==> src/rtl/asp_pkg.sv <==
`timescale 1ns / 1ps

package asp_pkg;

    localparam int MAX_SLABS_DEF = 64;
    localparam int COORD_W       = 15;
    localparam int CFG_W         = 7;
    localparam int INDEX_W       = 6;
    localparam int TOTAL_W       = 7;
    localparam int PADDR_W       = 3;
    localparam int PDATA_W       = 32;

    localparam logic REG_WORK_NODES = 1'b0;
    localparam logic REG_THREADS    = 1'b1;

    typedef struct packed {
        logic [COORD_W-1:0] box_min_x;
        logic [COORD_W-1:0] box_min_y;
        logic [COORD_W-1:0] box_min_z;
        logic [COORD_W-1:0] box_max_x;
        logic [COORD_W-1:0] box_max_y;
        logic [COORD_W-1:0] box_max_z;
    } box_t;

    typedef struct packed {
        logic [INDEX_W-1:0] slab_index;
        logic [TOTAL_W-1:0] slab_total;
        logic [COORD_W-1:0] slab_min_x;
        logic [COORD_W-1:0] slab_min_y;
        logic [COORD_W-1:0] slab_min_z;
        logic [COORD_W-1:0] slab_max_x;
        logic [COORD_W-1:0] slab_max_y;
        logic [COORD_W-1:0] slab_max_z;
        logic               cut_axis;
        logic               empty_res;
        logic               last;
    } slab_t;

endpackage

==> src/rtl/asp_div.sv <==
`timescale 1ns / 1ps

module asp_div #(
    parameter int DEND_W = 15,
    parameter int DSOR_W = 7
) (
    input  logic              clk,
    input  logic              rst_n,
    input  logic              start,
    input  logic [DEND_W-1:0] dividend,
    input  logic [DSOR_W-1:0] divisor,
    output logic              done,
    output logic [DEND_W-1:0] quotient,
    output logic [DSOR_W-1:0] remainder
);

    localparam int STEP_W = $clog2(DEND_W + 1);
    localparam logic [STEP_W-1:0] LAST_STEP = STEP_W'(DEND_W - 1);

    logic              run_reg;
    logic              done_reg;
    logic [STEP_W-1:0] step_reg;
    logic [DEND_W-1:0] quo_reg;
    logic [DSOR_W-1:0] rem_reg;
    logic [DSOR_W-1:0] dsor_reg;

    logic [DSOR_W:0]   trial;
    logic              fits;
    logic [DSOR_W:0]   diff;

    assign trial = {rem_reg, quo_reg[DEND_W-1]};
    assign fits  = trial >= {1'b0, dsor_reg};
    assign diff  = trial - {1'b0, dsor_reg};

    always_ff @(posedge clk or negedge rst_n)
    begin
        if (!rst_n)
        begin
            run_reg  <= 1'b0;
            done_reg <= 1'b0;
            step_reg <= '0;
        end
        else
        begin
            done_reg <= 1'b0;
            if (start)
            begin
                run_reg  <= 1'b1;
                step_reg <= '0;
            end
            else if (run_reg)
            begin
                step_reg <= step_reg + 1'b1;
                if (step_reg == LAST_STEP)
                begin
                    run_reg  <= 1'b0;
                    done_reg <= 1'b1;
                end
            end
        end
    end

    always_ff @(posedge clk)
    begin
        if (start)
        begin
            quo_reg  <= dividend;
            rem_reg  <= '0;
            dsor_reg <= divisor;
        end
        else if (run_reg)
        begin
            quo_reg <= {quo_reg[DEND_W-2:0], fits};
            rem_reg <= fits ? diff[DSOR_W-1:0] : trial[DSOR_W-1:0];
        end
    end

    assign done      = done_reg;
    assign quotient  = quo_reg;
    assign remainder = rem_reg;

endmodule

==> src/rtl/axis_slab_partitioner_top.sv <==
`timescale 1ns / 1ps

// Channel   Handshake              Payload
// command   start, busy            box    (asp_pkg::box_t)
// result    result_valid           result (asp_pkg::slab_t)
// config    psel/penable/pwrite    paddr, pwdata, prdata, pready
//
// From acceptance, an item passes through setup, then the divider when the cut
// extent is split by the worker count (15 bit-serial divider steps), then one
// beat per slab; a y cut that needs no division skips the divider, and an empty partition gives one beat.
// The next start is taken at the edge that takes the last beat.
// Reset clears the sequencer and sets work_nodes 0, threads_per_node 1.
// Result beats leave one per cycle and cannot be held off.
module axis_slab_partitioner_top #(
    parameter int MAX_SLABS = asp_pkg::MAX_SLABS_DEF
) (
    input  logic                          clk,
    input  logic                          rst_n,
    input  logic                          start,
    input  asp_pkg::box_t                 box,
    output logic                          busy,
    output logic                          result_valid,
    output asp_pkg::slab_t                result,
    input  logic                          psel,
    input  logic                          penable,
    input  logic                          pwrite,
    input  logic [asp_pkg::PADDR_W-1:0]   paddr,
    input  logic [asp_pkg::PDATA_W-1:0]   pwdata,
    output logic [asp_pkg::PDATA_W-1:0]   prdata,
    output logic                          pready
);

    localparam int CW = asp_pkg::COORD_W;
    localparam int GW = asp_pkg::CFG_W;
    localparam int NW = $clog2(MAX_SLABS + 1);
    localparam int PW = 2 * GW;
    localparam logic [PW-1:0] MAX_P = PW'(MAX_SLABS);
    localparam logic [NW-1:0] MAX_N = NW'(MAX_SLABS);

    typedef enum logic [3:0] {
        ST_IDLE  = 4'b0001,
        ST_SETUP = 4'b0010,
        ST_DIV   = 4'b0100,
        ST_EMIT  = 4'b1000
    } state_t;

    state_t           state_reg, state_next;
    logic [GW-1:0]    nodes_reg;
    logic [GW-1:0]    threads_reg;
    asp_pkg::box_t    box_reg;
    logic             axis_reg, axis_next;
    logic             empty_reg, empty_next;
    logic [NW-1:0]    count_reg, count_next;
    logic [NW-1:0]    idx_reg, idx_next;
    logic [CW-1:0]    base_reg, base_next;
    logic [NW-1:0]    extra_reg, extra_next;
    logic [CW-1:0]    pos_reg, pos_next;
    logic             result_valid_reg, result_valid_next;
    asp_pkg::slab_t   result_reg, result_next;

    logic             cfg_wr;
    logic [GW-1:0]    threads_eff;
    logic [PW-1:0]    prod;
    logic [NW-1:0]    workers;
    logic [CW-1:0]    ey, ez, len;
    logic [CW-1:0]    workers_c;
    logic             cut_z;
    logic             need_div;
    logic             div_start;
    logic             div_done;
    logic [CW-1:0]    div_quo;
    logic [NW-1:0]    div_rem;
    logic [CW-1:0]    step;
    logic [CW-1:0]    hi;
    logic             is_last;

    // configuration
    assign pready = 1'b1;
    assign cfg_wr = psel && penable && pwrite;

    always_ff @(posedge clk or negedge rst_n)
    begin
        if (!rst_n)
        begin
            nodes_reg   <= '0;
            threads_reg <= GW'(1);
        end
        else if (cfg_wr)
        begin
            case (paddr[2])
                asp_pkg::REG_WORK_NODES: nodes_reg   <= pwdata[GW-1:0];
                asp_pkg::REG_THREADS:    threads_reg <= pwdata[GW-1:0];
                default:                 nodes_reg   <= nodes_reg;
            endcase
        end
    end

    always_comb
    begin
        case (paddr[2])
            asp_pkg::REG_WORK_NODES: prdata = {{(asp_pkg::PDATA_W-GW){1'b0}}, nodes_reg};
            asp_pkg::REG_THREADS:    prdata = {{(asp_pkg::PDATA_W-GW){1'b0}}, threads_reg};
            default:                 prdata = '0;
        endcase
    end

    // worker count and extents
    assign threads_eff = (threads_reg == '0) ? GW'(1) : threads_reg;
    assign prod        = PW'(nodes_reg) * PW'(threads_eff);

    always_comb
    begin
        if (nodes_reg <= GW'(1))
            workers = NW'(1);
        else if (prod > MAX_P)
            workers = MAX_N;
        else
            workers = prod[NW-1:0];
    end

    assign ey = (box_reg.box_max_y > box_reg.box_min_y) ?
                (box_reg.box_max_y - box_reg.box_min_y) : '0;
    assign ez = (box_reg.box_max_z > box_reg.box_min_z) ?
                (box_reg.box_max_z - box_reg.box_min_z) : '0;
    assign workers_c = CW'(workers);
    assign cut_z     = !((ez == CW'(1)) || (ez < workers_c));
    assign len       = cut_z ? ez : ey;
    assign need_div  = cut_z || (ey > workers_c);
    assign div_start = (state_reg == ST_SETUP) && need_div;

    asp_div #(
        .DEND_W (CW),
        .DSOR_W (NW)
    ) u_div (
        .clk       (clk),
        .rst_n     (rst_n),
        .start     (div_start),
        .dividend  (len),
        .divisor   (workers),
        .done      (div_done),
        .quotient  (div_quo),
        .remainder (div_rem)
    );

    // slab stepping
    assign step    = base_reg + CW'(idx_reg < extra_reg);
    assign hi      = pos_reg + step;
    assign is_last = (idx_reg + NW'(1)) == count_reg;

    always_comb
    begin
        state_next        = state_reg;
        axis_next         = axis_reg;
        empty_next        = empty_reg;
        count_next        = count_reg;
        idx_next          = idx_reg;
        base_next         = base_reg;
        extra_next        = extra_reg;
        pos_next          = pos_reg;
        result_valid_next = 1'b0;
        result_next       = result_reg;

        case (state_reg)
            ST_IDLE:
            begin
                if (start)
                    state_next = ST_SETUP;
            end
            ST_SETUP:
            begin
                axis_next  = cut_z;
                idx_next   = '0;
                pos_next   = cut_z ? box_reg.box_min_z : box_reg.box_min_y;
                base_next  = CW'(1);
                extra_next = '0;
                if (cut_z || (ey > workers_c))
                    count_next = workers;
                else
                    count_next = ey[NW-1:0];
                empty_next = !cut_z && (ey == '0);
                state_next = need_div ? ST_DIV : ST_EMIT;
            end
            ST_DIV:
            begin
                if (div_done)
                begin
                    base_next  = div_quo;
                    extra_next = div_rem;
                    state_next = ST_EMIT;
                end
            end
            ST_EMIT:
            begin
                result_valid_next = 1'b1;
                if (empty_reg)
                begin
                    result_next           = '0;
                    result_next.empty_res = 1'b1;
                    result_next.last      = 1'b1;
                    state_next            = ST_IDLE;
                end
                else
                begin
                    result_next.slab_index = asp_pkg::INDEX_W'(idx_reg);
                    result_next.slab_total = asp_pkg::TOTAL_W'(count_reg);
                    result_next.slab_min_x = box_reg.box_min_x;
                    result_next.slab_max_x = box_reg.box_max_x;
                    result_next.slab_min_y = axis_reg ? box_reg.box_min_y : pos_reg;
                    result_next.slab_max_y = axis_reg ? box_reg.box_max_y : hi;
                    result_next.slab_min_z = axis_reg ? pos_reg : box_reg.box_min_z;
                    result_next.slab_max_z = axis_reg ? hi : box_reg.box_max_z;
                    result_next.cut_axis   = axis_reg;
                    result_next.empty_res  = 1'b0;
                    result_next.last       = is_last;
                    pos_next               = hi;
                    idx_next               = idx_reg + NW'(1);
                    if (is_last)
                        state_next = ST_IDLE;
                end
            end
            default:
            begin
                state_next = ST_IDLE;
            end
        endcase
    end

    always_ff @(posedge clk or negedge rst_n)
    begin
        if (!rst_n)
        begin
            state_reg        <= ST_IDLE;
            result_valid_reg <= 1'b0;
        end
        else
        begin
            state_reg        <= state_next;
            result_valid_reg <= result_valid_next;
        end
    end

    always_ff @(posedge clk)
    begin
        if ((state_reg == ST_IDLE) && start)
            box_reg <= box;
        axis_reg   <= axis_next;
        empty_reg  <= empty_next;
        count_reg  <= count_next;
        idx_reg    <= idx_next;
        base_reg   <= base_next;
        extra_reg  <= extra_next;
        pos_reg    <= pos_next;
        result_reg <= result_next;
    end

    assign busy         = (state_reg != ST_IDLE);
    assign result_valid = result_valid_reg;
    assign result       = result_reg;

endmodule

==> config.mk <==
export PLATFORM = sky130hd
export DESIGN_NAME = axis_slab_partitioner_top
export DESIGN_NICKNAME = d
export VERILOG_FILES = /design/src/rtl/asp_pkg.sv /design/src/rtl/asp_div.sv /design/src/rtl/axis_slab_partitioner_top.sv
export SDC_FILE = /design/constraint.sdc
export NUM_CORES = 1
export LEC_CHECK = 0
export ABC_AREA = 1
export BUFFER_PORTS_ARGS = -buffer_cell sky130_fd_sc_hd__buf_2
export CORE_MARGIN = 4
export CORE_UTILIZATION = 52
export CTS_BUF_LIST = sky130_fd_sc_hd__clkbuf_2 sky130_fd_sc_hd__clkbuf_4 sky130_fd_sc_hd__clkbuf_8
export CTS_CLUSTER_SIZE = 8
export DETAILED_ROUTE_END_ITERATION = 10
export HOLD_SLACK_MARGIN = 0.06
export PLACE_DENSITY_LB_ADDON = 0.05
export SLEW_MARGIN = 5
export SYNTH_ARGS = -nofsm -noshare
export SYNTH_HDL_FRONTEND = slang
export SYNTH_SLANG_ARGS = --single-unit
==> constraint.sdc <==
create_clock -name clk -period 10.5 [get_ports clk]
set_clock_uncertainty 0.1 [all_clocks]
set_input_delay 2.1 -clock clk [delete_from_list [all_inputs] [get_ports clk]]
set_output_delay 2.1 -clock clk [all_outputs]
set_load 0.05 [all_outputs]
Word level (Yosys, flattened, before mapping)
Cells that the tools add are included.
{"block": "totals", "ff_bits": 303, "latch_bits": 0, "ramBits": 0, "romBits": 0, "inputBits": 131, "output_inout_bits": 141, "n_memories": 0}
{"block": "op_classes", "n_addsub": 7, "mul": 1, "n_div": 0, "order_cmp": 8, "n_eq_ne": 12, "shift": 0, "muxes": 40, "bitwise": 1, "reduce_logical": 18}
{"op": "2-to-1 mux 15 bit", "n": 12}
{"op": "one-hot mux 32 bit (2 select lines)", "n": 1}
{"op": "one-hot mux 15 bit (2 select lines)", "n": 2}
{"op": "2-to-1 mux 7 bit", "n": 7}
{"op": "greater-than comparator 15 bit", "n": 2}
{"op": "subtractor 15 bit", "n": 2}
{"op": "2-to-1 mux 4 bit", "n": 7}
{"op": "one-hot mux 7 bit (2 select lines)", "n": 2}
{"op": "one-hot mux 4 bit (4 select lines)", "n": 1}
{"op": "adder 15 x 1 -> 15 bit", "n": 1}
{"op": "adder 15 bit", "n": 1}
{"op": "== test 15 x 1 -> 1 bit, second input constant", "n": 1}
{"op": "greater-than comparator 15 x 7 -> 1 bit", "n": 1}
{"op": "logical NOT 15 bit", "n": 1}
{"op": "less-than comparator 15 x 7 -> 1 bit", "n": 1}
{"op": "greater-than comparator 14 x 7 -> 1 bit, second input constant", "n": 1}
{"op": "multiplier 7 x 7 -> 14 bit", "n": 1}
{"op": "== test 4 bit, second input constant", "n": 2}
{"op": "greater-or-equal comparator 8 x 7 -> 1 bit", "n": 1}
{"op": "AND reduction 2 bit", "n": 4}
{"op": "adder 7 x 1 -> 7 bit, second input constant", "n": 1}
{"op": "== test 7 bit", "n": 1}
{"op": "<= comparator 7 x 1 -> 1 bit, second input constant", "n": 1}
{"op": "logical NOT 7 bit", "n": 1}
{"op": "other kinds (18)", "n": 32}

Logic depth before layout (Yosys ltp)
Gate-level depths: netlist (run 1).
{"block": "logic_depth", "word_depth": 12, "depth_mapped": 36, "depth_no_buf": 33}

By module
A second synthesis (run 1) with hierarchy kept.
{"block": "unflattened", "hier_cells": 1814, "hier_area_um2": 17033.8}
{"mod": "axis_slab_partitioner_top", "n_inst": 1, "cells_per_inst": 1599, "area_per_inst_um2": 15204.6, "seq_area_each_um2": 7955.1}
{"mod": "asp_div", "n_inst": 1, "cells_per_inst": 215, "area_per_inst_um2": 1829.3, "seq_area_each_um2": 950.9}

Worst setup path after synthesis (run 1)
No wires, ideal clock.
{"block": "synth_timing", "kind": "register to register", "start": "register state_reg[1]", "end": "register idx_reg[0] (enable)", "setup_ns": 0.432, "t_arrival_ns": 10.489, "t_required_ns": 9.968, "setup_slack_ns": -0.521, "path_stages_with_launch": 8, "n_path_buf": 2, "synth_period_minus_slack_ns": 11.021, "cell_sequence": "dfrtp_1 nor2_1 inv_1 nor3_1 inv_1 buf_2 buf_1 o21ai_0"}
{"block": "synth_between", "elab_chain_len": 3, "elab_cells_between_ends": 5}
{"item": "from (decl)", "line": "axis_slab_partitioner_top.sv:47", "source": "state_t state_reg, state_next;"}
{"item": "from (signal assigned)", "line": "axis_slab_partitioner_top.sv:237", "source": "state_reg <= state_next;"}
{"item": "== test 4 bit / == test 4 x 2 -> 1 bit (equally long branches)", "line": "axis_slab_partitioner_top.sv:163", "source": "case (state_reg)"}
{"item": "inequality test 2 bit (no line) / nonzero test 2 bit (equally long branches)"}
{"item": "AND reduction 2 bit (no line) (*)"}
{"item": "to (signal assigned)", "line": "axis_slab_partitioner_top.sv:249", "source": "idx_reg <= idx_next;"}
{"item": "to (decl)", "line": "axis_slab_partitioner_top.sv:54", "source": "logic [NW-1:0] idx_reg, idx_next;"}
Every way passes the cells marked *; elsewhere a longest branch is shown, timed or not.
A chain may end at the register's enable or synchronous reset.

Worst setup path after layout (run 1)
{"block": "layout_timing", "start": "register threads_reg[3]", "end": "register u_div.quo_reg[10] (netlist: u_div.quotient[10]) (enable)"}
{"block": "layout_between", "elab_chain_len": 12, "elab_cells_between_ends": 13}
{"item": "from (decl)", "line": "axis_slab_partitioner_top.sv:49", "source": "logic [GW-1:0] threads_reg;"}
{"item": "from (signal assigned)", "line": "axis_slab_partitioner_top.sv:92", "source": "asp_pkg::REG_THREADS: threads_reg <= pwdata[GW-1:0];"}
{"item": "logical NOT 7 bit", "line": "axis_slab_partitioner_top.sv:108", "source": "assign threads_eff = (threads_reg == '0) ? GW'(1) : threads_reg;"}
{"item": "2-to-1 mux 7 bit (*)", "line": "axis_slab_partitioner_top.sv:108"}
{"item": "multiplier 7 x 7 -> 14 bit (*)", "line": "axis_slab_partitioner_top.sv:109", "source": "assign prod = PW'(nodes_reg) * PW'(threads_eff);"}
{"item": "greater-than comparator 14 x 7 -> 1 bit", "line": "axis_slab_partitioner_top.sv:115", "source": "else if (prod > MAX_P)"}
{"item": "2-to-1 mux 7 bit (*)", "line": "axis_slab_partitioner_top.sv:115"}
{"item": "2-to-1 mux 7 bit (*)", "line": "axis_slab_partitioner_top.sv:113", "source": "if (nodes_reg <= GW'(1))"}
{"item": "named net u_div.divisor[2]", "line": "asp_div.sv:11", "source": "input logic [DSOR_W-1:0] divisor,"}
{"item": "less-than comparator 15 x 7 -> 1 bit", "line": "axis_slab_partitioner_top.sv:126", "source": "assign cut_z = !((ez == CW'(1)) || (ez < workers_c));"}
{"item": "logical OR 1 bit", "line": "axis_slab_partitioner_top.sv:126"}
{"item": "logical NOT 1 bit", "line": "axis_slab_partitioner_top.sv:126"}
{"item": "logical OR 1 bit (*)", "line": "axis_slab_partitioner_top.sv:128", "source": "assign need_div = cut_z || (ey > workers_c);"}
{"item": "logical AND 1 bit (*)", "line": "axis_slab_partitioner_top.sv:129", "source": "assign div_start = (state_reg == ST_SETUP) && need_div;"}
{"item": "nonzero test 2 bit (no line) (*)"}
{"item": "to (signal assigned)", "line": "asp_div.sv:67", "source": "quo_reg <= dividend;"}
{"item": "to (signal assigned)", "line": "asp_div.sv:73", "source": "quo_reg <= {quo_reg[DEND_W-2:0], fits};"}
{"item": "to (decl)", "line": "asp_div.sv:23", "source": "logic [DEND_W-1:0] quo_reg;"}
The timed path passes the listed nets; every way through them passes the cells marked *.

==> impl_results.md, run 1 <==
- Final instance area: between 15,000 and 20,000 um2
- Total power: 5.49 mW
- Crit share post-route: 0.755
- H-tree Lvls: 2
- Top-count cell post-synth: nand2_1
- PwrDens: around 280 nW/um2
- Sw Pwr: ~2.4 mW
- IO Port Bufs: 218
- Cell Area, Synth: 17,000 um2
- Die area: 35,600 um2
- Primary FF master, synth: edfxtp_1
- Max-slew headroom at the worst pin: 0.307
- Max incr delay on CP: 680 ps
- Largest net degree at the start of global routing: 70
- Leak pwr: 9.20 nW
- Largest cells by area after synthesis: edfxtp_1 48%, nand2_1 7.7%, ha_1 7.7%
- Setup crit start: threads_reg[3]
- Crit end category: flip-flop
- Final Hold Viols: 0
- Clock slew at reported path FFs: around 60 ps
- Starting DRC count in detailed routing: 963
- I/O pins: 272
- Fmax: 0.126 GHz
- Hold_ws: between 300 and 400 ps
- Mean Syn Cell Area: 9.67 um2
- First-pass GRT wire length: 66,000 um
- Non-Filler Instances: roughly 2,500
- Wire per inst: 17.0 um
- Cell mode on critical path: nand2_1
- Nets: 2,247
- Hold/Removal Path Class: flip-flop to flip-flop
- Area delta synth->final: 14.1%
- Root Driver: clkbuf_8
- Placed Cells: 2,364
- Residual DRC: 0
- #FFs+latches synth: 303
- Grt ovf: 0
- CTS tree: built
- WL final: 41,900 um
- Setup WS pre-CTS: around 2600 ps
- Final WS setup: 2570 ps
- Initial antenna violation count: 1
- Reg2reg setup slack: 2570 ps
- Via count: 12,700
- Number of gates resized after CTS: 0
- Core box area: roughly 32,000 um2
- Critical path's slowest cell: nand2_4
- Tot GR Track Use: 0.231
- CTS buffer count: 52
- Cell internal pwr: 3.09 mW
- Clk sink count: 303
- Crit path to: u_div.quotient[10]
- Crit-path max FO: 39
- Number of flip-flops in the largest register: 106
- WP data arrival: 7980 ps
- FF-to-FF End: u_div.quotient[10]
- Type of origin of the critical path: flip-flop
- Status: finished clean
- Critical setup path kind: flip-flop to flip-flop
- Hpwl dp: approximately 30,000 um
- Switching Share: 0.438
- Synth top cells by count: 350 x nand2_1, 282 x inv_1, 271 x edfxtp_1
- Data required, critical path: 10,560 ps
- Vias in the first global route: 12,400
- FF-to-FF path depth: 29
- Die Y: 189 um
- Post-synth ARST share: 0.0825
- Final Critical Period: between 7000 and 8000 ps
- Post-route ant nets: 0
- Insertion delay to the later sink of the worst-skew pair: 590 ps
- Maximum clock insertion buffer count: 3
- Final core utilization: 0.607
- Sequential fraction of design power: 0.344
- RSZ-0062 raised after global routing: false
- Max-slew violation count: 0
- Rows: 65
- Share of cells above drive strength 1: 0.177
- Peak supply drop: 0.144 mV
- DIE WIDTH: 189 um
- Post-CTS setup buffer count: 0
- Setup tns final: 0 ps
- Starting density of the core: 0.532
- Synth warn: 0
- Drt via density: 5.16
- Worst r2r src: threads_reg[3]
- Area after DPL: around 18,000 um2
- Area share of the largest cell type after synthesis: 0.480
- Hold-fix buffers, CTS: 0
- Distinct cells, synth: 57
- Clock network fraction of total power: 0.193
- Detailed Routing Iterations Pass 1: 5
- Mapped Cells: between 1,500 and 2,000
- Max Cap Violations: 0
- Combinational Power Share: 0.462
- Sequential cell area fraction in the yosys report: 0.525
- Post-synth EDFFs: about 270
- GP Congestion: 0.905
- Slew @ Worst Pin: just over 1000 ps
- Final setup violating endpoints: 0
- Synth area leader: edfxtp_1
metal layers:
metal | track usage | wire [um] | vias to the layer above
li1 | - | - | 6221
met3 | 0.0600 | 4230 | 83
met5 | 0 | 13 | -
met4 | 0.0524 | 873 | 2
met1 | 0.334 | 18800 | 5866
met2 | 0.354 | 18000 | 522
layout make-up:
class,count,area [um2]
clock inverters,21,134
multi-input cells,1107,6620
repair buffers,230,1180
clock buffers,74,900
diodes,1,2.50
well taps,435,544
flip-flops and latches,303,8910
fillers,2806,12500
inverters,289,1080
critical path: cells and delay by family, from the launching register on:
family | cells | cell delay [ps]
fa+ha+maj | 6 | 2710
buf+inv | 3 | 220
flops | 1 | 550
simple gates | 20 | 3900
worst min path at each step:
| stage | start | end | slack, ps | depth (start not counted) |
|---|---|---|---|---|
| global placement | threads_reg[0] | threads_reg[0] | 380 | 2 |
| CTS | threads_reg[0] | threads_reg[0] | 400 | 2 |
| floorplan | empty_reg | result[1] | 320 | 0 |
| detailed placement | threads_reg[0] | threads_reg[0] | 390 | 2 |
| global route | threads_reg[0] | threads_reg[0] | 420 | 2 |
| finish | threads_reg[0] | threads_reg[0] | 390 | 2 |
cell usage in the layout, fill, tap and decap left out, types with 5 or more instances in the layout:
cell type | Yosys | layout
clkbuf_4 | 0 | 19
clkinv_1 | 4 | 13
a31oi_1 | 5 | 5
o21ai_0 | 84 | 82
clkbuf_8 | 0 | 55
buf_2 | 11 | 218
or2_2 | 6 | 6
inv_1 | 282 | 282
dfrtp_1 | 23 | 23
fa_1 | 29 | 29
clkinv_2 | 0 | 9
o21ai_1 | 16 | 16
xnor2_1 | 28 | 28
dfxtp_1 | 7 | 7
o22ai_1 | 32 | 32
nand3_1 | 95 | 95
a21oi_1 | 58 | 58
nand4_1 | 14 | 14
nor2_1 | 151 | 150
conb_1 | 2 | 26
ha_1 | 104 | 104
buf_4 | 28 | 12
a22oi_1 | 6 | 6
o21ai_2 | 4 | 6
xor2_1 | 24 | 24
a21o_1 | 6 | 6
nand2_1 | 350 | 350
nand3b_1 | 5 | 5
nand2_2 | 7 | 7
nor3_1 | 14 | 13
edfxtp_1 | 271 | 271
power by group through the flow:
stage | Clock, mW | Sequential [mW] | Combinational, mW
finish | 1.06 | 1.89 | 2.54
CTS | 1.09 | 1.89 | 2.53
global placement | 0 | 1.90 | 2.47
floorplan | 0 | 2.07 | 1.77
detailed placement | 0 | 1.91 | 2.52
global route | 1.15 | 1.92 | 2.85
cells by family (layout without fill, tap and decap cells):
group / count (synthesis) / count (layout) / share of synthesized area
AOI/OAI and AO/OA: 236 / 236 / 0.0799
xor gates and xnor gates: 52 / 52 / 0.0268
adders and majority gates: 133 / 133 / 0.111
buffers and inverters: 369 / 614 / 0.0922
DFF: 303 / 303 / 0.525
other: 2 / 27 / 0.000443
and+or+nand+nor: 660 / 660 / 0.165
Power figures use the tool's default switching activity.
==> run 2, diff against run 1 <==
ABC_AREA = 0   (was 1)
clock period = 7.59 ns   (was 10.5 ns; I/O delays follow)
==> run 2 against run 1 <==
Net effect: non-clock buffer count up 27; synthesized area about the same; largest cell class unchanged; worst hold slack better by 5.6 ps; critical path depth down 1; combinational power up 64%; die area about the same; final cell count down 11%; critical path type unchanged; utilization up 0.85 points; setup slack worse by 2100 ps; clock-buffer cell count down 5; design area up 1.4%; total power up 48%.
==> impl_results.md, run 2 <==
- Status: finished clean
- Area share of the largest cell type after synthesis: 0.479
- Final core utilization: 0.616
- FF-to-FF End: u_div.quotient[1]
- Sw Pwr: 3.42 mW
- Number of flip-flops in the largest register: 106
- Crit-path max FO: 35
- Mean Syn Cell Area: about 12 um2
- FF-to-FF path depth: 28
- #FFs+latches synth: 303
- Residual DRC: 0
- Synth top cells by count: 271 x edfxtp_1, 130 x nor2_1, 104 x ha_1
- Total power: approximately 8.2 mW
- Combinational Power Share: 0.510
- Non-Filler Instances: roughly 2,200
- Synth area leader: edfxtp_1
- Maximum clock insertion buffer count: 3
- Root Driver: clkbuf_8
- Data required, critical path: 7910 ps
- Max-slew violation count: 0
- Cell Area, Synth: 17,000 um2
- Post-synth ARST share: 0.0825
- Nets: just under 2,000
- I/O pins: about 270
- Switching Share: 0.420
- Insertion delay to the later sink of the worst-skew pair: 580 ps
- First-pass GRT wire length: 63,500 um
- Crit path to: u_div.quotient[1]
- GP Congestion: 0.938
- Max incr delay on CP: ~550 ps
- Post-synth EDFFs: 271
- Die area: 35,600 um2
- Commonest non-fill, non-tap cell in the layout: edfxtp_1
- Hpwl dp: 30,300 um
- Starting density of the core: 0.533
- Core box area: 31,900 um2
- ANT cells: 0
- Final Hold Viols: 0
- Grt ovf: 0
- Sequential fraction of design power: 0.321
- Peak supply drop: ~0.26 mV
- Final WS setup: roughly 480 ps
- Die Y: 189 um
- Fillers: 2,622
- WP data arrival: 7430 ps
- Final Critical Period: just over 7000 ps
- IO Port Bufs: 218
- Starting DRC count in detailed routing: 888
- Reg2reg setup slack: roughly 480 ps
- PwrDens: about 420 nW/um2
- Mapped Cells: 1,459
- Setup crit start: nodes_reg[2]
- Final instance area: 19,600 um2
- Setup WS pre-CTS: around 170 ps
- Critical path's slowest cell: fa_1
- Detailed Routing Iterations Pass 1: 5
- Tot GR Track Use: 0.223
- DIE WIDTH: 189 um
- Area after DPL: between 15,000 and 20,000 um2
- Max-slew headroom at the worst pin: 0.363
- CTS tree: built
- Footprint of the multi-input gates: about 7400 um2
- Final setup violating endpoints: 0
- Hold_ws: 400 ps
- Largest cells by area after synthesis: edfxtp_1 48%, ha_1 7.7%, mux2i_1 4.7%
- Type of origin of the critical path: flip-flop
- Share of cells above drive strength 1: 0.221
- WL final: 40,700 um
- Clk sink count: between 300 and 400
- Placed Cells: 2,094
- Primary FF master, synth: edfxtp_1
- CTS buffer count: 50
- Fmax: between 0.1 and 0.15 GHz
- Clock network fraction of total power: 0.169
- Post-route ant nets: 0
- Distinct cells, synth: 73
- Crit end category: flip-flop
- Initial antenna violation count: 1
- Vias in the first global route: 11,700
- Max Cap Violations: 0
- Hold/Removal Path Class: flip-flop to flip-flop
- Clock slew at reported path FFs: 60 ps
- Setup tns final: 0 ps
- Most frequent cells in the layout: 271 x edfxtp_1, 218 x buf_2, 129 x nor2_1, 103 x ha_1, 101 x inv_1
- Crit share post-route: 0.937
- Hold-fix buffers, CTS: 0
- Largest net degree at the start of global routing: 80
- Slew @ Worst Pin: 954 ps
- Worst r2r src: nodes_reg[2]
- Cell internal pwr: 4.73 mW
- Critical setup path kind: flip-flop to flip-flop
- Wire per inst: 18.6 um
- Area delta synth->final: 15.7%
- Synth warn: 0
- H-tree Lvls: 2
- Via count: 11,800
- Drt via density: 5.42
- Rows: 65
- Leak pwr: 8.45 nW
- Reg area: 8910 um2
- Sequential cell area fraction in the yosys report: 0.525
- Top-count cell post-synth: edfxtp_1
-- run 2: cell types whose count changed after synthesis, moves of 29 or more --
cell | before | now
and2_1 | 0 | 52
nand3_1 | 95 | 20
o22ai_1 | 32 | 3
nor2b_1 | 0 | 68
mux2i_1 | 0 | 79
inv_1 | 282 | 102
nand2_1 | 350 | 76
o21ai_0 | 84 | 44
-- run 2: cells by family after synthesis --
logic type      after synthesis  synth area share
buf+inv                     183            0.0472
xor+xnor                     55            0.0284
mux                          99            0.0598
simple gates                447             0.134
flops                       303             0.525
fa+ha+maj                   133             0.111
other cells                   2          0.000442
compound gates              237            0.0948
-- run 2: worst min-delay path by stage --
stage                        from            endpoint  slack, ps  cells after the start
2_1_floorplan           empty_reg           result[1]        320                      0
3_3_place_gp   u_div.remainder[6]  u_div.remainder[6]        380                      2
3_5_place_dp   u_div.remainder[6]  u_div.remainder[6]        390                      2
4_1_cts        u_div.remainder[6]  u_div.remainder[6]        400                      2
5_1_grt        u_div.remainder[6]  u_div.remainder[6]        420                      2
6_report       u_div.remainder[6]  u_div.remainder[6]        400                      2
-- run 2: final cells by class --
type / count / area share
flip-flops and latches: 303 / 0.454
inverters: 104 / 0.0200
well taps: 435 / 0.0277
repair buffers: 257 / 0.0711
multi-input cells: 997 / 0.379
clock inverters: 19 / 0.00573
clock buffers: 69 / 0.0426
-- run 2: critical path: cells and delay by family, from the launching register on --
family | cells | cell delay (ps)
flops | 1 | 440
mux | 1 | 270
compound gates | 11 | 1930
fa+ha+maj | 6 | 2670
buf+inv | 2 | 390
simple gates | 8 | 1150
-- run 2: power by group through the flow --
stage | Combinational [mW] | Sequential (mW) | Clock (mW)
after floorplan | 2.81 | 2.83 | 0
after global placement | 3.94 | 2.64 | 0
after detailed placement | 4.00 | 2.64 | 0
after CTS | 4.03 | 2.61 | 1.42
after global routing | 4.61 | 2.65 | 1.50
final | 4.16 | 2.61 | 1.38
-- run 2: what timing repair did --
item	in CTS	in global routing
endpoints found under the setup margin	0	76
resized for setup	0	22
buffers inserted	0	2
-- run 2: routing by layer --
metal	global-route usage	part of all wire	vias to the layer above
met2	0.341	0.44	442
met1	0.332	0.46	5618
li1	-	-	5707
met4	0.0535	0.019	0
met3	0.0439	0.083	61
met5	0	0	-
